===== src/hdl/gms_mul.sv =====
`timescale 1ns / 1ps
// ----------------------------------------------------------------------------
// gms_mul : shared multiplier
// One 32x32 unsigned multiplier with a registered product, time-shared by
// the sequencer for every product of the step.
// ----------------------------------------------------------------------------
module gms_mul (
	input  logic        clk,
	input  logic [31:0] a,
	input  logic [31:0] b,
	output logic [63:0] p_s1
);
	always_ff @(posedge clk) begin
		p_s1 <= a * b;
	end
endmodule


===== config.mk =====
export PLATFORM = sky130hd
export DESIGN_NAME = gms_mul
export DESIGN_NICKNAME = d
export VERILOG_FILES = /design/src/hdl/gms_mul.sv
export SDC_FILE = /design/constraint.sdc
export NUM_CORES = 2
export LEC_CHECK = 0
export BUFFER_PORTS_ARGS = -buffer_cell sky130_fd_sc_hd__buf_4
export CAP_MARGIN = 30
export CORE_MARGIN = 4
export CORE_UTILIZATION = 45
export DETAILED_ROUTE_END_ITERATION = 8
export GPL_ROUTABILITY_DRIVEN = 0
export GPL_TIMING_DRIVEN = 0
export PLACE_DENSITY = 0.6
export REMOVE_ABC_BUFFERS = 1
export SYNTH_ARGS = -nofsm -noshare
export SYNTH_HDL_FRONTEND = slang
export SYNTH_SLANG_ARGS = --single-unit

===== constraint.sdc =====
create_clock -name clk -period 15.7 [get_ports clk]
set_input_delay 0.785 -clock clk [delete_from_list [all_inputs] [get_ports clk]]
set_output_delay 0.785 -clock clk [all_outputs]
set_load 0.005 [all_outputs]

# --- Yosys cells after proc, flatten, opt, wreduce, memory -nomap -nowiden ---
# Index checks and enable logic that the tools add are counted.
classes:
  multipliers: 1
op_table:
  columns: ["cell", "count"]
  rows:
  - ["$mul 32x32->64", 1]
totals:
  reg_bits: 64
  output_inout_bits: 64
  wordCells: 2

# --- Longest topological paths before layout ---
depth:
  ltp_word: 1
  depth_mapped: 29
  mapped_depth_nobuf: 27

# --- Worst setup path after synthesis ---
# No wires, ideal clock.
synth_path:
  path_kind: "input port to flip-flop"
  startpoint: "input a[25]"
  endpoint: "register p_s1[62]"
  setup_ns: 0.072
  arrival_ns: 7.466
  setup_slack_ns: 8.162
  cell_stages: 25
  path_buffers: 2
  path_cell_list: "clkbuf_1 nand2_1 fa_1 inv_1 fa_1 inv_1 fa_1 inv_1 fa_1 fa_1 fa_1 fa_1 inv_1 fa_1 inv_1 ha_1 buf_2 nand4_1 or4_1 or3_1 a31oi_1 a31o_2 a211oi_1 o21ai_1 xor2_1"
synth_via:
  elab_chain_len: 1
synth_lines:
  columns: ["element", "line_no", "rtl"]
  rows:
  - ["start, declared", "9", "input logic [31:0] a,"]
  - ["$mul 32x32->64", "14", "p_s1 <= a * b;"]
  - ["end signal, assigned", "14", null]
  - ["end, declared", "11", "output logic [63:0] p_s1"]
# No other way between the ends.

# --- Worst setup path in the final report ---
layout_path:
  startpoint: "input b[8]"
  endpoint: "register p_s1[62]"
layout_via:
  elab_chain_len: 1
layout_lines:
  columns: ["element", "line_no", "rtl"]
  rows:
  - ["start, declared", "10", "input logic [31:0] b,"]
  - ["$mul 32x32->64", "14", null]
# No other way between the ends.

==> impl_metrics.yaml <==
cells_and_area:
  mostFrequentLayoutCell: "fa_1"
  reg_top3: "p_s1 (64)"
  layout_common_cells: "fa_1 (896), inv_1 (865), and2_1 (602)"
  largest_register: "p_s1"
  largest_reg_flops: 64
  drive_above_1_share_pct: 4.38
  finalNetCount: 4891
  area_growth_pct: 4.97
drt:
  drc: 0
  drt_iter0_markers: 1249
  routed_via_density: 5.18
  routed_wl_mm: 94.1
  wl_per_cell_um: 20.0
  vias: 24400
  dr.pass1.iters: 4
  drtAntennaViolNets: 0
timing:
  hold_violations: 0
  period_minus_slack_ns: 8.26
  rsz0062_at_grt: "false"
  finalCritPeriodShare_pct: 52.6
  final-max-slew-violation-count: 0
  fin_tns_setup_ns: 0
  worstMarginPinSlew_ns: 0.904
  fmax_ghz: 0.121
  slew_headroom_pct: 39.3
  setup_viol_count_final: 0
critical_path:
  path_depth: 24
  critical_path_required_ns: 15.99
  path_cells: "buf_4, nand2_1, fa_1, inv_1, fa_1, inv_1, fa_1, inv_1, fa_1, fa_1, fa_1, fa_1, inv_1, fa_1, inv_1, ha_1, nand4_1, or4_1, or3_1, a31oi_1, a31o_2, a211oi_1, o21ai_1, xor2_1"
  start_kind: "input port"
  max_stage_delay_ns: 0.56
  crit_arrival_ns: 8.54
  critical_path.top_delay_family: "adder cells"
  slowest_stage: "fa_1"
  critPathMaxFanout: 32
  critical_path_class: "input port to register"
  end_kind: "register"
  cpMostUsedCell: "fa_1"
  path_buf_inv: 6
die:
  core_area_um2: 76200
  fp.dieH_um: 286
  row_count: 101
  dieArea_um2: 81600
  initial_core_util_pct: 45.5
  boundaryPins: 129
  die_w_um: 286
clock_network:
  hold_buffers: 0
  cts_tree: "built"
  clock_sinks: 64
  path_clk_slew_ns: 0.06
  cts_resized: 0
  htreeDepth: 3
  numCtsBuffers: 9
  post_cts_buffers: 0
  clock-root-buffer: "clkbuf_16"
  clk_path_buf_depth: 2
synthesis:
  ys_seq_elements: 64
  synth.yosys.seq_area_share_pct: 3.69
  synth_edf_count: 0
  synthCells: 3748
  synth_cell_types: 57
  syn_area_um2: 34700
  yosys_warnings: 0
  synth_area_per_cell_um2: 9.25
  async_flop_share_pct: 0
  synthFlopType: "dfxtp_1"
worst_hold_path:
  hp-class: "input port to register"
  hold_depth: 2
global_routing:
  grt_pass1_vias: 27000
  grt_pass1_wl_mm: 152
  grt_antenna_before_repair: 4
  grt_start_max_net_pins: 33
  groute.usage.overall_pct: 24.1
  globalRouteOverflowTotal: 0
placement:
  portBuffers: 128
  hpwlAfterDp_mm: 71.8
status:
  outcome: "completed"
flow_run:
  maxCapViolations: 0
[cells in the mapped netlist, types with 2 or more instances]
library cell | number | area share (%)
a311oi_1 | 2 | 0.051
and3_1 | 14 | 0.25
o21bai_1 | 10 | 0.22
and2_1 | 602 | 11
nor3_1 | 7 | 0.10
fa_1 | 896 | 52
nand2b_1 | 2 | 0.036
or4_1 | 3 | 0.065
dfxtp_1 | 64 | 3.7
a211oi_1 | 3 | 0.065
and4_1 | 3 | 0.076
or3_1 | 3 | 0.054
a21o_1 | 40 | 0.87
nor2_1 | 20 | 0.22
a221oi_4 | 3 | 0.23
a31oi_1 | 12 | 0.22
nand4_1 | 23 | 0.41
o221a_2 | 2 | 0.065
inv_1 | 865 | 9.4
a221o_1 | 4 | 0.12
o21a_1 | 9 | 0.19
a21oi_1 | 63 | 0.91
a21oi_2 | 3 | 0.076
ha_1 | 263 | 9.5
o211ai_1 | 2 | 0.043
xnor2_1 | 35 | 0.88
nor2b_1 | 2 | 0.036
a21boi_1 | 3 | 0.065
buf_2 | 6 | 0.087
xor2_1 | 25 | 0.63
o21ai_1 | 5 | 0.072
clkbuf_1 | 213 | 2.3
o221ai_1 | 3 | 0.076
and3b_1 | 2 | 0.051
o31ai_4 | 3 | 0.18
or2_2 | 3 | 0.054
o31ai_1 | 2 | 0.043
nand2_1 | 480 | 5.2
nand3_1 | 10 | 0.14
o21ai_0 | 21 | 0.30
[final timing paths]
check	start	slack, ns	endpoint
setup / recovery	b[8]	7.44	p_s1[62]$_DFF_P_
hold / removal	a[0]	0.98	p_s1[0]$_DFF_P_
[stage by stage]
| step | hold slack, ns | setup slack [ns] | instances | utilization [%] | area [um^2] |
|---|---|---|---|---|---|
| final | 0.976 | 7.44 | 4704 | 47.8 | 36400 |
| after global placement | 1.16 | 7.12 | 4686 | 47.4 | 36100 |
| after detailed placement | 1.16 | 7.08 | 4686 | 47.4 | 36100 |
| after floorplan | 0.907 | 8.45 | 3528 | - | 33800 |
| after CTS | 0.966 | 7.46 | 4702 | 47.8 | 36400 |
| after global routing | 0.976 | 7.11 | 4702 | 47.8 | 36400 |
[routing by layer]
layer / up-vias / wire length [um] / global-route usage [%]
li1: 10700 / - / -
met1: 12800 / 40300 / 32.4
met2: 707 / 46500 / 41.7
met3: 139 / 5060 / 3.19
met4: 0 / 2310 / 5.55
met5: - / 0 / 0
[area by class of cell]
class | instances | area (um^2)
Fill cell | 7425 | 39800
Multi-Input combinational cell | 2599 | 29300
Inverter | 865 | 3250
Tap cell | 1030 | 1290
Sequential cell | 64 | 1280
Timing Repair Buffer | 128 | 961
Clock buffer | 9 | 225
Clock inverter | 7 | 77.6
Antenna cell | 2 | 5.00
[logic make-up (layout without fill, tap and decap cells)]
logic type      Yosys count  in the layout  synth area share, %
simple gates           1177           1177                 17.6
fa+ha+maj              1159           1159                 61.2
buf+inv                1085           1009                 11.8
compound gates          202            202                 4.15
flops                    64             64                 3.69
xor+xnor                 60             60                 1.52
mux                       1              1               0.0289
other cells               0              2                    0
Power is not shown: default switching activity piles up to over one toggle a cycle in this logic, so the estimate is an artifact.
