**config.mk**
```make
export PLATFORM = sky130hd
export DESIGN_NAME = gms_div
export DESIGN_NICKNAME = d
export VERILOG_FILES = /design/src/hdl/gms_div.sv
export SDC_FILE = /design/constraint.sdc
export NUM_CORES = 1
export LEC_CHECK = 0
export BUFFER_PORTS_ARGS = -buffer_cell sky130_fd_sc_hd__buf_2
export CAP_MARGIN = 20
export CELL_PAD_IN_SITES_DETAIL_PLACEMENT = 0
export CELL_PAD_IN_SITES_GLOBAL_PLACEMENT = 1
export CORE_MARGIN = 5
export CORE_UTILIZATION = 45
export DETAILED_ROUTE_END_ITERATION = 16
export PLACE_DENSITY_LB_ADDON = 0.1
export RECOVER_POWER = 25
export SETUP_SLACK_MARGIN = 0.15
export SLEW_MARGIN = 10
export SYNTH_ARGS = -nofsm -noshare
export SYNTH_HDL_FRONTEND = slang
export SYNTH_SLANG_ARGS = --single-unit
export TNS_END_PERCENT = 20
```
**constraint.sdc**
```tcl
create_clock -name clk -period 4.97 [get_ports clk]
set_input_delay 0.497 -clock clk [delete_from_list [all_inputs] [get_ports clk]]
set_output_delay 0.497 -clock clk [all_outputs]
set_load 0.05 [all_outputs]
```
**src/hdl/gms_div.sv**
```systemverilog
`timescale 1ns / 1ps
// ----------------------------------------------------------------------------
// gms_div : iterative divider
// Restoring unsigned division, one quotient bit per cycle; done pulses for
// one cycle when the quotient is ready.
// ----------------------------------------------------------------------------
module gms_div #(
	parameter int W = 64
) (
	input  logic         clk,
	input  logic         arst_n,
	input  logic         start,
	input  logic [W-1:0] dividend,
	input  logic [W-1:0] divisor,
	output logic         done,
	output logic [W-1:0] quotient
);
	localparam int CW = $clog2(W + 1);

	logic          busy_q;
	logic          done_q;
	logic [CW-1:0] cnt_q;
	logic [W:0]    rem_q;
	logic [W-1:0]  quo_q;
	logic [W:0]    rem_sh;
	logic          ge;

	// shift in next dividend bit and trial-subtract
	assign rem_sh   = {rem_q[W-1:0], quo_q[W-1]};
	assign ge       = rem_sh >= {1'b0, divisor};
	assign done     = done_q;
	assign quotient = quo_q;

	// control
	always_ff @(posedge clk or negedge arst_n) begin
		if (!arst_n) begin
			busy_q <= 1'b0;
			done_q <= 1'b0;
			cnt_q  <= '0;
		end else begin
			done_q <= 1'b0;
			if (start) begin
				busy_q <= 1'b1;
				cnt_q  <= CW'(W);
			end else if (busy_q) begin
				cnt_q <= cnt_q - CW'(1);
				if (cnt_q == CW'(1)) begin
					busy_q <= 1'b0;
					done_q <= 1'b1;
				end
			end
		end
	end

	// remainder and quotient
	always_ff @(posedge clk) begin
		if (start) begin
			rem_q <= '0;
			quo_q <= dividend;
		end else if (busy_q) begin
			rem_q <= ge ? (rem_sh - {1'b0, divisor}) : rem_sh;
			quo_q <= {quo_q[W-2:0], ge};
		end
	end

endmodule

```
Word-level counts from Yosys, hierarchy flattened. Cells that the tools add are included.

Register bits: 137. Input bits: 131. Output and inout bits: 65. Logic and storage cells: 21.

Add/subtract/negate cells: 2. $lt $le $gt $ge: 1. Equality and inequality tests: 1. Muxes and demuxes: 11. Reductions and logical operators: 1.

Operator list (number): 2-to-1 mux 64 bit (3); >= comparator 65 x 64 -> 1 bit (1); subtractor 64 bit (1); 2-to-1 mux 7 bit (2); == test 7 x 1 -> 1 bit (second input constant) (1); subtractor 7 x 1 -> 7 bit (second input constant) (1); 2-to-1 mux 1 bit (6); nonzero test 2 bit (1).

Depth between registers and ports, before layout.
Depth in word-level cells: 4. Mapped depth: 14.

Least setup slack after synthesis. Ideal clock, no wire load.

Path kind: reg-to-reg. Start point: reg quo_q[63], in the netlist quotient[63]. End point: reg rem_q[22]. Arrival time: 3.106 ns. Data required time: 4.879 ns. Slack: 1.773 ns. Cell stages (with the launch flop): 14. Buffers on the path: 0. Clock period less this slack: 3.197 ns. Path through: edfxtp_1 -> inv_1 -> ha_1 -> fa_1 -> nand2b_1 -> a21o_1 -> and2_1 -> o21ai_1 -> a31oi_1 -> o31a_1 -> a31oi_1 -> xor2_1 -> nand2_1 -> a311oi_1.

Word-level cells in the longest chain between the ends: 2. Elaborated cells on any way between the ends: 3.

RTL lines: from (decl) (line 24) `logic [W-1:0] quo_q;`; from (signal assigned) (line 59) `quo_q <= dividend;`; from (signal assigned) (line 62) `quo_q <= {quo_q[W-2:0], ge};`; subtractor 64 bit / >= comparator 65 x 64 -> 1 bit (equally long branches) (line 61, 30); 2-to-1 mux 64 bit * (line 61) `rem_q <= ge ? (rem_sh - {1'b0, divisor}) : rem_sh;`; to (signal assigned) (line 61); to (decl) (line 23) `logic [W:0] rem_q;`.

Every way passes the cells marked *; elsewhere a longest branch is shown, timed or not. A chain may end at the register's enable or synchronous reset.

Worst setup path in the final report.
Start point: reg rem_q[8]. End point: reg rem_q[62].

Word-level cells in the longest chain between the ends: 2. Elaborated cells on any way between the ends: 3.

RTL lines (line): subtractor 64 bit / >= comparator 65 x 64 -> 1 bit (equally long branches) (61, 30); 2-to-1 mux 64 bit * (61).

Marked as above.

==> summary.md <==
| Metric | Value |
|---|---|
| Pwr Total | `around 4000 uW` |
| FF-to-FF Start | `rem_q[8]` |
| Post-Route Skew | `0.0161 ns` |
| Final setup viols | `0` |
| Worst Setup Slack, final | `~1.3 ns` |
| CP Class | `flip-flop to flip-flop` |
| CTS Root Cell | `clkbuf_16` |
| Vias/cell | `5.58` |
| Post-CTS sizing | `0` |
| Adder-Cell Fraction of Synth Area | `0.0836` |
| GP Congestion | `0.867` |
| Worst slew pin tran | `between 2 and 3 ns` |
| PwrDens | `~330 mW/mm2` |
| Cells after synthesis | `roughly 1,200` |
| Post-Synth XOR/XNOR Area | `0.0528` |
| Inserted Diodes | `0` |
| Compound-cell area share of the yosys netlist | `0.202` |
| First-pass GRT wire length | `roughly 47,000 um` |
| FF-to-FF End | `rem_q[62]` |
| Max-slew violations | `53` |
| GR Overflow Total | `0` |
| Area Growth Syn to Fin | `16.6%` |
| Failing checks | `capacitance limit, slew limit` |
| Area of the die | `0.0256 mm2` |
| H-Tree Depth | `4` |
| Dpl cell area | `0.0112 mm2` |
| R2R depth | `11` |
| RSZ-0062 raised after global routing | `no` |
| Number of synthesized flops with an enable pin | `64` |
| Yosys reg bits | `137` |
| CTS Sinks | `137` |
| Die H | `roughly 160 um` |
| Avg Cell Area, Syn | `roughly 8.4 um2` |
| Asr flop ratio synth | `0.0657` |
| Fmax | `approximately 0.27 GHz` |
| Setup TNS | `0 ns` |
| I/O Pins | `196` |
| GRT Overall Usage | `0.222` |
| Final Hold Vio Count | `0` |
| Chip Width | `160 um` |
| Mapped Area | `0.0101 mm2` |
| Synth Flop Type | `edfxtp_1` |
| Worst path arrival time | `just under 4 ns` |
| Fraction of synthesized area in multiplexers | `0.0732` |
| Skew-Pair Late Insertion Delay | `0.44 ns` |
| Period utilization | `0.737` |
| VDD IR max | `0.200 mV` |
| Status | `complete, but fails checks` |
| Vias in the first global route | `9,167` |
| Syn_nets | `1,403` |
| Worst min path class | `primary input to flip-flop` |
| Drt first pass iters | `5` |
| Placement Setup Slack | `1.14 ns` |
| Initial core utilization | `0.461` |
| WL/cell | `17.5 um` |
| Register area share after synthesis | `0.339` |
| Worst-path maximum fanout | `6` |
| Post-Synth Simple-Gate Area | `0.185` |
| Layout cells sized above 1 | `0.193` |
| Buffers on Ports | `195` |
| Initial drt markers | `approximately 530` |
| Vias | `9,206` |
| Setup crit end kind | `flip-flop` |
| Largest net degree at the start of global routing | `89` |
| Clk pin slew, worst setup/hold paths | `0.08 ns` |
| Initial antenna violation count | `0` |
| Register-to-register setup slack | `1.31 ns` |
| Worst hold endpoint | `quotient[23]` |
| Tmin final | `3.66 ns` |
| Yosys warnings | `0` |
| Antenna Violating Nets Remaining | `0` |
| CTS buffer count | `17` |
| Largest family of logic cells by synthesized area | `compound AO/OA/AOI/OAI gates` |
| Crit start category | `flip-flop` |
| Core area | `0.0220 mm2` |
| CP required | `5.16 ns` |
| Clk buf depth | `2` |
| Number of remaining DRC errors | `0` |
| Max-Cap Viols | `1` |
| Finished Cell Area | `0.0118 mm2` |
| Final WL | `around 29,000 um` |
| Post-layout nets | `1,555` |
| Leak pwr | `0.00523 uW` |
| Synth cell types | `71` |
| Hold Path Cell Cnt | `2` |
| Post-DP HPWL | `21,400 um` |
| Max transition margin | `-0.876` |
| Final Core Density | `0.537` |
| Hold_sp | `dividend[23]` |
| Std cell rows | `54` |
| CTS tree | `built` |
==> synthesized netlist by cell type, types with 20 or more instances <==
master | number | area share
a21o_1 | 35 | 0.026
xor2_1 | 20 | 0.017
mux2_2 | 64 | 0.071
a21oi_1 | 82 | 0.041
edfxtp_1 | 64 | 0.19
nand4_1 | 26 | 0.016
ha_1 | 66 | 0.082
a311oi_1 | 31 | 0.027
clkbuf_1 | 54 | 0.020
nand3_1 | 61 | 0.030
inv_1 | 92 | 0.034
o21ai_0 | 39 | 0.019
dfxtp_1 | 64 | 0.13
nor3_1 | 24 | 0.012
nand2_1 | 143 | 0.053
nor2_1 | 90 | 0.033
xnor2_1 | 41 | 0.035
==> power breakdown <==
part           switching [uW]  internal, uW
clock                     637           689
combinational             764           395
sequential               89.4          1330
total                    1490          2420
==> layer usage <==
layer	up-vias	share of wire	wire, um	GRT usage
li1	4656	-	-	-
met1	4312	0.46	13400	0.295
met2	202	0.47	13700	0.369
met3	36	0.049	1410	0.0461
met4	0	0.016	455	0.0575
met5	-	0	0	0
==> final cells by class <==
cell class,count,area (um2)
fillers,2191,10200
multi-input cells,901,6050
flip-flops and latches,137,3430
repair buffers,207,1000
clock buffers,17,425
well taps,280,350
inverters,93,349
clock inverters,15,189
==> per-stage QoR <==
step           instances  hold WS (ns)
6_report            1650         0.357
5_1_grt             1650         0.338
4_1_cts             1650         0.336
3_5_place_dp        1617         0.361
3_3_place_gp        1617         0.360
2_1_floorplan       1205         0.201
==> worst max-delay path by stage <==
stage | depth (start not counted) | end | from | slack, ns
2_1_floorplan | 13 | rem_q[22] | quotient[63] | 1.77
3_3_place_gp | 14 | rem_q[57] | divisor[7] | 1.22
3_5_place_dp | 14 | rem_q[8] | divisor[7] | 1.14
4_1_cts | 12 | rem_q[56] | quotient[63] | 1.35
5_1_grt | 11 | rem_q[62] | rem_q[8] | 1.03
6_report | 11 | rem_q[62] | rem_q[8] | 1.31
==> logic make-up after synthesis <==
kind of cell             count (synthesis)
AO/OA/AOI/OAI                          301
XOR/XNOR                                61
flip-flops                             137
multiplexers                            66
AND/OR/NAND/NOR                        406
adder cells (fa/ha/maj)                 67
buffers and inverters                  167
==> cells in the final DEF (no fill, tap or decap), drive strengths merged, types with 64 or more instances in the layout <==
cell,instances
clkbuf,71
nand2,143
a21oi,82
nor2,90
mux2,64
inv,102
edfxtp,64
ha,66
buf,152
dfxtp,64
==> registers in the layout, indices dropped and copies added, names as in the netlist <==
signal	cells
busy_q	1
cnt_q	7
done	1
quotient	64
rem_q	64
==> repair_timing <==
item                      4_1_cts  5_1_grt
hold endpoints to repair        9        0
buffers inserted                0        0
hold buffers                    1        0
==> worst max-delay path, stage by stage (launching register included) <==
cell and delay, ns:
dfxtp_1 0.34, ha_1 0.36, a211o_1 0.34, a2111oi_0 0.37
nor3_1 0.16, o211ai_1 0.36, a31oi_1 0.18, o31ai_1 0.40
a21oi_1 0.26, or3_1 0.40, a41oi_1 0.19, nor3_1 0.07
No activity file was read; power rests on OpenSTA's default activity.
