$ cat src/hdl/gms_pkg.sv
`timescale 1ns / 1ps
// ----------------------------------------------------------------------------
// gms_pkg : shared types and constants
// Register map, configuration bundle and sequencer states of the Gillespie
// mutation step block.
// ----------------------------------------------------------------------------
package gms_pkg;

	// APB address width: seven 32-bit registers at byte offsets 4*i
	localparam int APB_AW = 5;

	// register indexes (paddr[4:2])
	localparam logic [2:0] REG_POPULATION = 3'd0;
	localparam logic [2:0] REG_TIME_LIMIT = 3'd1;
	localparam logic [2:0] REG_FITNESS0   = 3'd2;
	localparam logic [2:0] REG_FITNESS1   = 3'd3;
	localparam logic [2:0] REG_FITNESS2   = 3'd4;
	localparam logic [2:0] REG_MUT1       = 3'd5;
	localparam logic [2:0] REG_MUT2       = 3'd6;

	// reset values
	localparam logic [15:0] POPULATION_RST = 16'd100;
	localparam logic [31:0] TIME_LIMIT_RST = 32'd25600;
	localparam logic [15:0] FITNESS_RST    = 16'd4096;
	localparam logic [15:0] MUT_RST        = 16'd0;

	// ln(2) in Q0.32
	localparam logic [31:0] LN2_Q32 = 32'd2977044472;

	// number of squarings for the log2 fraction
	localparam int LOG_FRAC_BITS = 24;

	typedef struct packed {
		logic [15:0] population;
		logic [31:0] time_limit;
		logic [15:0] fitness_type0;
		logic [15:0] fitness_type1;
		logic [15:0] fitness_type2;
		logic [15:0] mutation_into_type1;
		logic [15:0] mutation_into_type2;
	} cfg_t;

	typedef enum logic [4:0] {
		ST_IDLE,
		ST_FN_M, ST_FN_A,
		ST_W_M0, ST_W_A0, ST_W_M1, ST_W_A1,
		ST_T_M0, ST_T_A0, ST_T_M1, ST_T_A1,
		ST_CHECK,
		ST_LN_NORM, ST_LN_M, ST_LN_A,
		ST_L2_M, ST_L2_A,
		ST_PS_M0, ST_PS_A0, ST_PS_M1, ST_PS_A1,
		ST_DIV_GO, ST_DIV,
		ST_TIME,
		ST_X_M0, ST_X_A0, ST_X_M1, ST_X_A1,
		ST_PICK,
		ST_DONE
	} gms_state_t;

endpackage

$ cat src/hdl/gms_regs.sv
`timescale 1ns / 1ps
// ----------------------------------------------------------------------------
// gms_regs : APB configuration registers
// Seven model registers, written on the APB access phase, read back as is.
// ----------------------------------------------------------------------------
module gms_regs (
	input  logic                        clk,
	input  logic                        arst_n,
	input  logic                        psel,
	input  logic                        penable,
	input  logic                        pwrite,
	input  logic [gms_pkg::APB_AW-1:0]  paddr,
	input  logic [31:0]                 pwdata,
	output logic [31:0]                 prdata,
	output logic                        pready,
	output gms_pkg::cfg_t               cfg
);
	import gms_pkg::*;

	cfg_t cfg_q;
	logic wr_en;

	assign pready = 1'b1;
	assign wr_en  = psel && penable && pwrite;
	assign cfg    = cfg_q;

	// register writes
	always_ff @(posedge clk or negedge arst_n) begin
		if (!arst_n) begin
			cfg_q.population          <= POPULATION_RST;
			cfg_q.time_limit          <= TIME_LIMIT_RST;
			cfg_q.fitness_type0       <= FITNESS_RST;
			cfg_q.fitness_type1       <= FITNESS_RST;
			cfg_q.fitness_type2       <= FITNESS_RST;
			cfg_q.mutation_into_type1 <= MUT_RST;
			cfg_q.mutation_into_type2 <= MUT_RST;
		end else if (wr_en) begin
			unique case (paddr[4:2])
				REG_POPULATION: cfg_q.population          <= pwdata[15:0];
				REG_TIME_LIMIT: cfg_q.time_limit          <= pwdata;
				REG_FITNESS0:   cfg_q.fitness_type0       <= pwdata[15:0];
				REG_FITNESS1:   cfg_q.fitness_type1       <= pwdata[15:0];
				REG_FITNESS2:   cfg_q.fitness_type2       <= pwdata[15:0];
				REG_MUT1:       cfg_q.mutation_into_type1 <= pwdata[15:0];
				REG_MUT2:       cfg_q.mutation_into_type2 <= pwdata[15:0];
				default: ;
			endcase
		end
	end

	// read back
	always_comb begin
		unique case (paddr[4:2])
			REG_POPULATION: prdata = {16'd0, cfg_q.population};
			REG_TIME_LIMIT: prdata = cfg_q.time_limit;
			REG_FITNESS0:   prdata = {16'd0, cfg_q.fitness_type0};
			REG_FITNESS1:   prdata = {16'd0, cfg_q.fitness_type1};
			REG_FITNESS2:   prdata = {16'd0, cfg_q.fitness_type2};
			REG_MUT1:       prdata = {16'd0, cfg_q.mutation_into_type1};
			REG_MUT2:       prdata = {16'd0, cfg_q.mutation_into_type2};
			default:        prdata = 32'd0;
		endcase
	end

endmodule

$ cat config.mk
export PLATFORM = sky130hd
export DESIGN_NAME = gms_regs
export DESIGN_NICKNAME = d
export VERILOG_FILES = /design/src/hdl/gms_pkg.sv /design/src/hdl/gms_regs.sv
export SDC_FILE = /design/constraint.sdc
export NUM_CORES = 1
export LEC_CHECK = 0
export ABC_AREA = 1
export BUFFER_PORTS_ARGS = -buffer_cell sky130_fd_sc_hd__buf_2
export CELL_PAD_IN_SITES_DETAIL_PLACEMENT = 0
export CELL_PAD_IN_SITES_GLOBAL_PLACEMENT = 1
export CORE_ASPECT_RATIO = 1.25
export CORE_UTILIZATION = 33
export CTS_CLUSTER_SIZE = 20
export DETAILED_ROUTE_END_ITERATION = 6
export HOLD_SLACK_MARGIN = 0.02
export PLACE_DENSITY = 0.78
export SLEW_MARGIN = 10
export SYNTH_ARGS = -nofsm -noshare
export SYNTH_HDL_FRONTEND = slang
export SYNTH_SLANG_ARGS = --single-unit
$ cat constraint.sdc
create_clock -name clk -period 0.8 [get_ports clk]
set_input_delay 0.04 -clock clk [delete_from_list [all_inputs] [get_ports clk]]
set_output_delay 0.04 -clock clk [all_outputs]
set_load 0.01 [all_outputs]
# ---- Word-level counts from Yosys, hierarchy flattened
# Index checks and enable logic that the tools add are counted.
dict set report word_totals {
  ff_bits 128
  latch_bits 0
  ramBits 0
  rom_bits 0
  input_bits 42
  wordCells 24
  memories 0
}
dict set report op_classes {
  n_addsub 0
  n_mul 0
  div 0
  n_lt_le_gt_ge 0
  eq_ne 6
  n_shift 0
  mux 1
  bitwise_logic 0
  reduce_logical 10
}
# operator count
set ops {}
lappend ops {{$pmux W32 S7} 1}
lappend ops {{$reduce_and A2 Y1} 7}
lappend ops {{$eq A3 B3 Y1 const B} 3}
lappend ops {{$eq A3 B2 Y1 const B} 2}
lappend ops {{$eq A3 B1 Y1 const B} 1}
lappend ops {{$logic_not A3 Y1} 1}
lappend ops {{$logic_and A1 B1 Y1} 2}

# ---- Longest topological paths before layout
dict set report depth {
  depth_word 3
  depth_mapped 8
  mapped_depth_nobuf 5
}

# ---- Least setup slack after synthesis
# No wires, ideal clock.
dict set report synth_path {
  path_kind {input-to-output}
  start {in paddr[4] (netlist bit)}
  end {out prdata[0]}
  t_arrival_ns 0.910
  t_required_ns 0.760
  path_slack_ns -0.150
  path_stages 8
  n_path_buf 3
  cell_sequence {buf_4 > inv_4 > buf_4 > buf_2 > nand4_1 > nand2_1 > nor2_1 > nand2_1}
}
dict set report synth_between {
  elab_chain_len 2
  elab_cells_between_ends 8
  cone_classes {eq/ne: 6; mux: 1; reduce/logical: 1}
}
# element line_no
set synth_rtl {}
lappend synth_rtl {{start: declaration} gms_regs.sv:12} ;# input logic [gms_pkg::APB_AW-1:0] paddr,
lappend synth_rtl {{$eq A3 B3 Y1, or another cell as far along} gms_regs.sv:53} ;# unique case (paddr[4:2])
lappend synth_rtl {{$pmux W32 S7 *} gms_regs.sv:53}
lappend synth_rtl {{end: declaration} gms_regs.sv:14} ;# output logic [31:0] prdata,
# Every way passes the cells marked *; elsewhere a longest branch is shown, timed or not.

# ---- Final worst setup path
dict set report layout_path {
  start {reg cfg_q (netlist bit cfg[60])}
  end {out prdata[12]}
}
dict set report layout_between {
  elab_chain_len 1
}
# element line_no
set layout_rtl {}
lappend layout_rtl {{start: declaration} gms_regs.sv:20} ;# cfg_t cfg_q;
lappend layout_rtl {{$pmux W32 S7} gms_regs.sv:53}
# Every way passes these cells.

==> Flow_metrics.wiki <==
{| class="wikitable"
! Metric !! Value
|-
| CP Capture Type || output pin
|-
| Hold/Removal Path Class || input port to asynchronous set/reset pin
|-
| Core area || 0.0190 mm^2
|-
| Final setup skew || 0 ns
|-
| Violated checks || negative setup slack
|-
| Syn Area/Cell || 7.91 um^2
|-
| Post-route insts no fill || 1497
|-
| Chip width || 127 um
|-
| Count of inserted antenna diode cells || 0
|-
| Overall track demand over capacity in global routing || 25.7%
|-
| RD Place Congestion || 0.878
|-
| Multiplexer area fraction after synthesis || 0%
|-
| Post-synthesis to final-layout area growth || 82.4%
|-
| Register area share after synthesis || 49.7%
|-
| Total number of placement rows || 56
|-
| Compound-gate portion of the synthesized area || 9.91%
|-
| Clock buffer count from CTS || 17
|-
| Type of the worst setup path || flop to output pin
|-
| Summed area of non-filler cells in the final layout || 0.0118 mm^2
|-
| Synth warn || 0
|-
| Sequential Area || 0.00321 mm^2
|-
| Source of the worst register-to-register timing path || cfg[117]
|-
| CP Launch Type || flop
|-
| Net switching power figure || 0.00848 W
|-
| Area share of xor/xnor cells in the synthesized design || 0%
|-
| Effective utilization at floorplan || 34.0%
|-
| Clock root buffer || sky130_fd_sc_hd__clkbuf_16
|-
| Initial antenna violation count || 1
|-
| P per Cell Area || 2350 mW/mm^2
|-
| Sinks on Clock Net || 128
|-
| Number of slew-limit violations in the final report || 0
|-
| Most prevalent standard cell on the critical path || sky130_fd_sc_hd__nand2_1
|-
| Maximum number of pins on one net before global-route repair || 43
|-
| Worst path slowest cell || sky130_fd_sc_hd__dfstp_2
|-
| Post-detailed-route DRC marker count || 0
|-
| Post-CTS Hold Fix Bufs || 33
|-
| Portion of the clock cycle consumed by the worst path in the final layout || 182%
|-
| Most frequent cells in the layout || sky130_fd_sc_hd__nand2_1, sky130_fd_sc_hd__buf_6, sky130_fd_sc_hd__dfrtp_1
|-
| Post-synthesis simple-gate area fraction || 32.8%
|-
| Synthesized instance count || 817
|-
| R2R Setup Slk || -0.13 ns
|-
| Max-cap viol count || 0
|-
| Routed len/inst || 17.4 um
|-
| Number of buffers added on ports || 199
|-
| Final critical delay including setup and external delays || 1.46 ns
|-
| Power consumption || 0.0277 W
|-
| Max clock buf depth || 2
|-
| Number of ports placed on the die boundary || 203
|-
| Logic depth of the worst register-to-register path || 4
|-
| Critical path data required time || 0.76 ns
|-
| Final worst slack || -0.656 ns
|-
| Adder-cell share of the synthesized area || 0%
|-
| CP Max Fanout || 2
|-
| Utilization after layout || 62.1%
|-
| Post-DR vias/cell || 4.92
|-
| Reg-to-reg critical path endpoint || cfg[117]
|-
| Wire length of the first global-routing pass || 39300 um
|-
| Worst hold slack across all endpoints || 0.00149 ns
|-
| Post-synthesis sequential element count || 128
|-
| Most common library cell in the layout ignoring fill and taps || sky130_fd_sc_hd__nand2_1
|-
| DRC violation total after the first TritonRoute iteration || 626
|-
| Combinational power share || 38.2%
|-
| Die area || 0.0202 mm^2
|-
| Drt first pass iters || 4
|-
| Relative contribution of sequential cells to total power || 32.1%
|-
| Main combinational cell family by area after synthesis || simple AND/OR/NAND/NOR gates
|-
| Final Setup Violations || 186
|-
| Status || finished, violations left
|-
| Clock latency on the worst-skew pair || 0.42 ns
|-
| Net total in the final layout || 1265
|-
| Via count of the first global-routing pass || 7207
|-
| Vias post-DR || 7364
|-
| Total placed instance area || 0.00904 mm^2
|-
| Summed instance area of the synthesized netlist || 0.00646 mm^2
|-
| Fraction of final layout cells sized beyond drive strength 1 || 45.0%
|-
| Max incr delay on CP || 0.54 ns
|-
| Number of flip-flops under the largest register name || 128
|-
| Number of library cell types mapped by synthesis || 23
|-
| Leftover overflow at the end of global routing || 0
|-
| Arrival time at the worst endpoint || 1.42 ns
|-
| Lkg Pwr || 6.08 nW
|-
| Multi-input logic area || 0.00300 mm^2
|-
| Number of nets in the synthesized netlist || 859
|-
| Floorplan die height || 158 um
|-
| Clock-pin slew reported for the worst setup and hold paths after clock tree synthesis || 0.06 ns
|-
| Maximum ir drop on the vdd rail || 1.54 mV
|-
| RSZ-0062 raised after global routing || yes
|-
| Remaining antenna violation count || 0
|-
| Final Hold Viols || 0
|-
| Drt total wl || 26000 um
|-
| Pint || 0.0192 W
|-
| Layout filler cell count || 1568
|-
| CTS H-tree lvls || 4
|-
| CTS tree || built
|-
| DP HPWL || 17300 um
|-
| Switch share || 30.6%
|-
| Cell total after placement || 1384
|-
| Fmax achieved || 0.687 GHz
|-
| Power share of the clock group || 29.7%
|-
| Critical Path, Cell by Cell || nand4_1 -> nand2_1 -> nor2_1 -> nand2_1 -> buf_2
|}
cells by family (layout without fill, tap and decap cells):
logic type,count (synthesis),in the layout
AOI/OAI and AO/OA,128,128
DFF,128,128
buffers and inverters,96,515
and+or+nand+nor,464,464
other,1,1
metal layers:
| layer | vias to the layer above | routed length, um | track usage, % |
|---|---|---|---|
| met5 | - | 16 | 0 |
| met4 | 2 | 616 | 8.73 |
| met3 | 43 | 1580 | 5.07 |
| met2 | 304 | 12800 | 43.2 |
| met1 | 3496 | 11000 | 33.1 |
| li1 | 3519 | - | - |
worst max-delay path: cells and delay by family (launching register included):
| family | cells | cell delay (ns) |
|---|---|---|
| buf+inv | 1 | 0.15 |
| flops | 1 | 0.54 |
| simple gates | 4 | 0.31 |
cells in the mapped netlist:
cell	count	area (um^2)
sky130_fd_sc_hd__nand4_1	64	400
sky130_fd_sc_hd__o21ai_1	3	15.0
sky130_fd_sc_hd__nand2_2	2	12.5
sky130_fd_sc_hd__nand3_1	32	160
sky130_fd_sc_hd__nand2_1	288	1080
sky130_fd_sc_hd__buf_2	18	90.1
sky130_fd_sc_hd__dfrtp_1	119	2980
sky130_fd_sc_hd__nor2_1	64	240
sky130_fd_sc_hd__buf_8	1	15.0
sky130_fd_sc_hd__nor2_8	5	100
sky130_fd_sc_hd__clkbuf_1	20	75.1
sky130_fd_sc_hd__o21ai_0	125	626
sky130_fd_sc_hd__inv_1	32	120
sky130_fd_sc_hd__nand3_4	4	70.1
sky130_fd_sc_hd__inv_4	2	12.5
sky130_fd_sc_hd__buf_4	9	67.6
sky130_fd_sc_hd__buf_6	7	78.8
sky130_fd_sc_hd__nor2_4	3	33.8
sky130_fd_sc_hd__buf_1	6	22.5
sky130_fd_sc_hd__inv_2	1	3.75
sky130_fd_sc_hd__nand3_2	2	20.0
sky130_fd_sc_hd__conb_1	1	3.75
sky130_fd_sc_hd__dfstp_2	9	236
metrics by stage:
step	TNS, ns	setup slack (ns)
2_1_floorplan	-7.46	-0.112
3_3_place_gp	-50.65	-0.414
3_5_place_dp	-51.75	-0.427
4_1_cts	-52.54	-0.664
5_1_grt	-60.28	-0.694
6_report	-53.07	-0.656
power by group through the flow:
stage               sequential [W]  clock, W  combinational (W)
floorplan                  0.00933         0            0.00193
finish                     0.00888   0.00823             0.0106
global route               0.00898   0.00862             0.0114
global placement           0.00868         0            0.00682
CTS                        0.00878   0.00832             0.0101
detailed placement         0.00871         0            0.00688
area by class of cell:
cell class	count	area share [%]
timing repair buffer	448	38.0
multi-input combinational	593	25.4
inverter	35	1.26
clock inverter	13	1.60
clock buffer	19	3.67
sequential	128	27.3
tap	261	2.77
what timing repair did:
item                                    CTS  global route
buffers inserted                         78            62
endpoints found under the hold margin   256             6
pin swaps                                67            58
endpoints found under the setup margin  168           238
resized for setup                       267           149
cloned                                    0             0
worst max-delay path by stage:
stage | startpoint | end | slack, ns | depth (start not counted)
after floorplan | paddr[4] | cfg[111] | -0.11 | 6
after global placement | paddr[2] | prdata[9] | -0.41 | 8
after detailed placement | paddr[2] | cfg[50] | -0.43 | 6
after CTS | cfg[60] | prdata[12] | -0.66 | 5
after global routing | cfg[60] | prdata[12] | -0.69 | 5
final | cfg[60] | prdata[12] | -0.66 | 5
(Power assumes the default switching activity.)
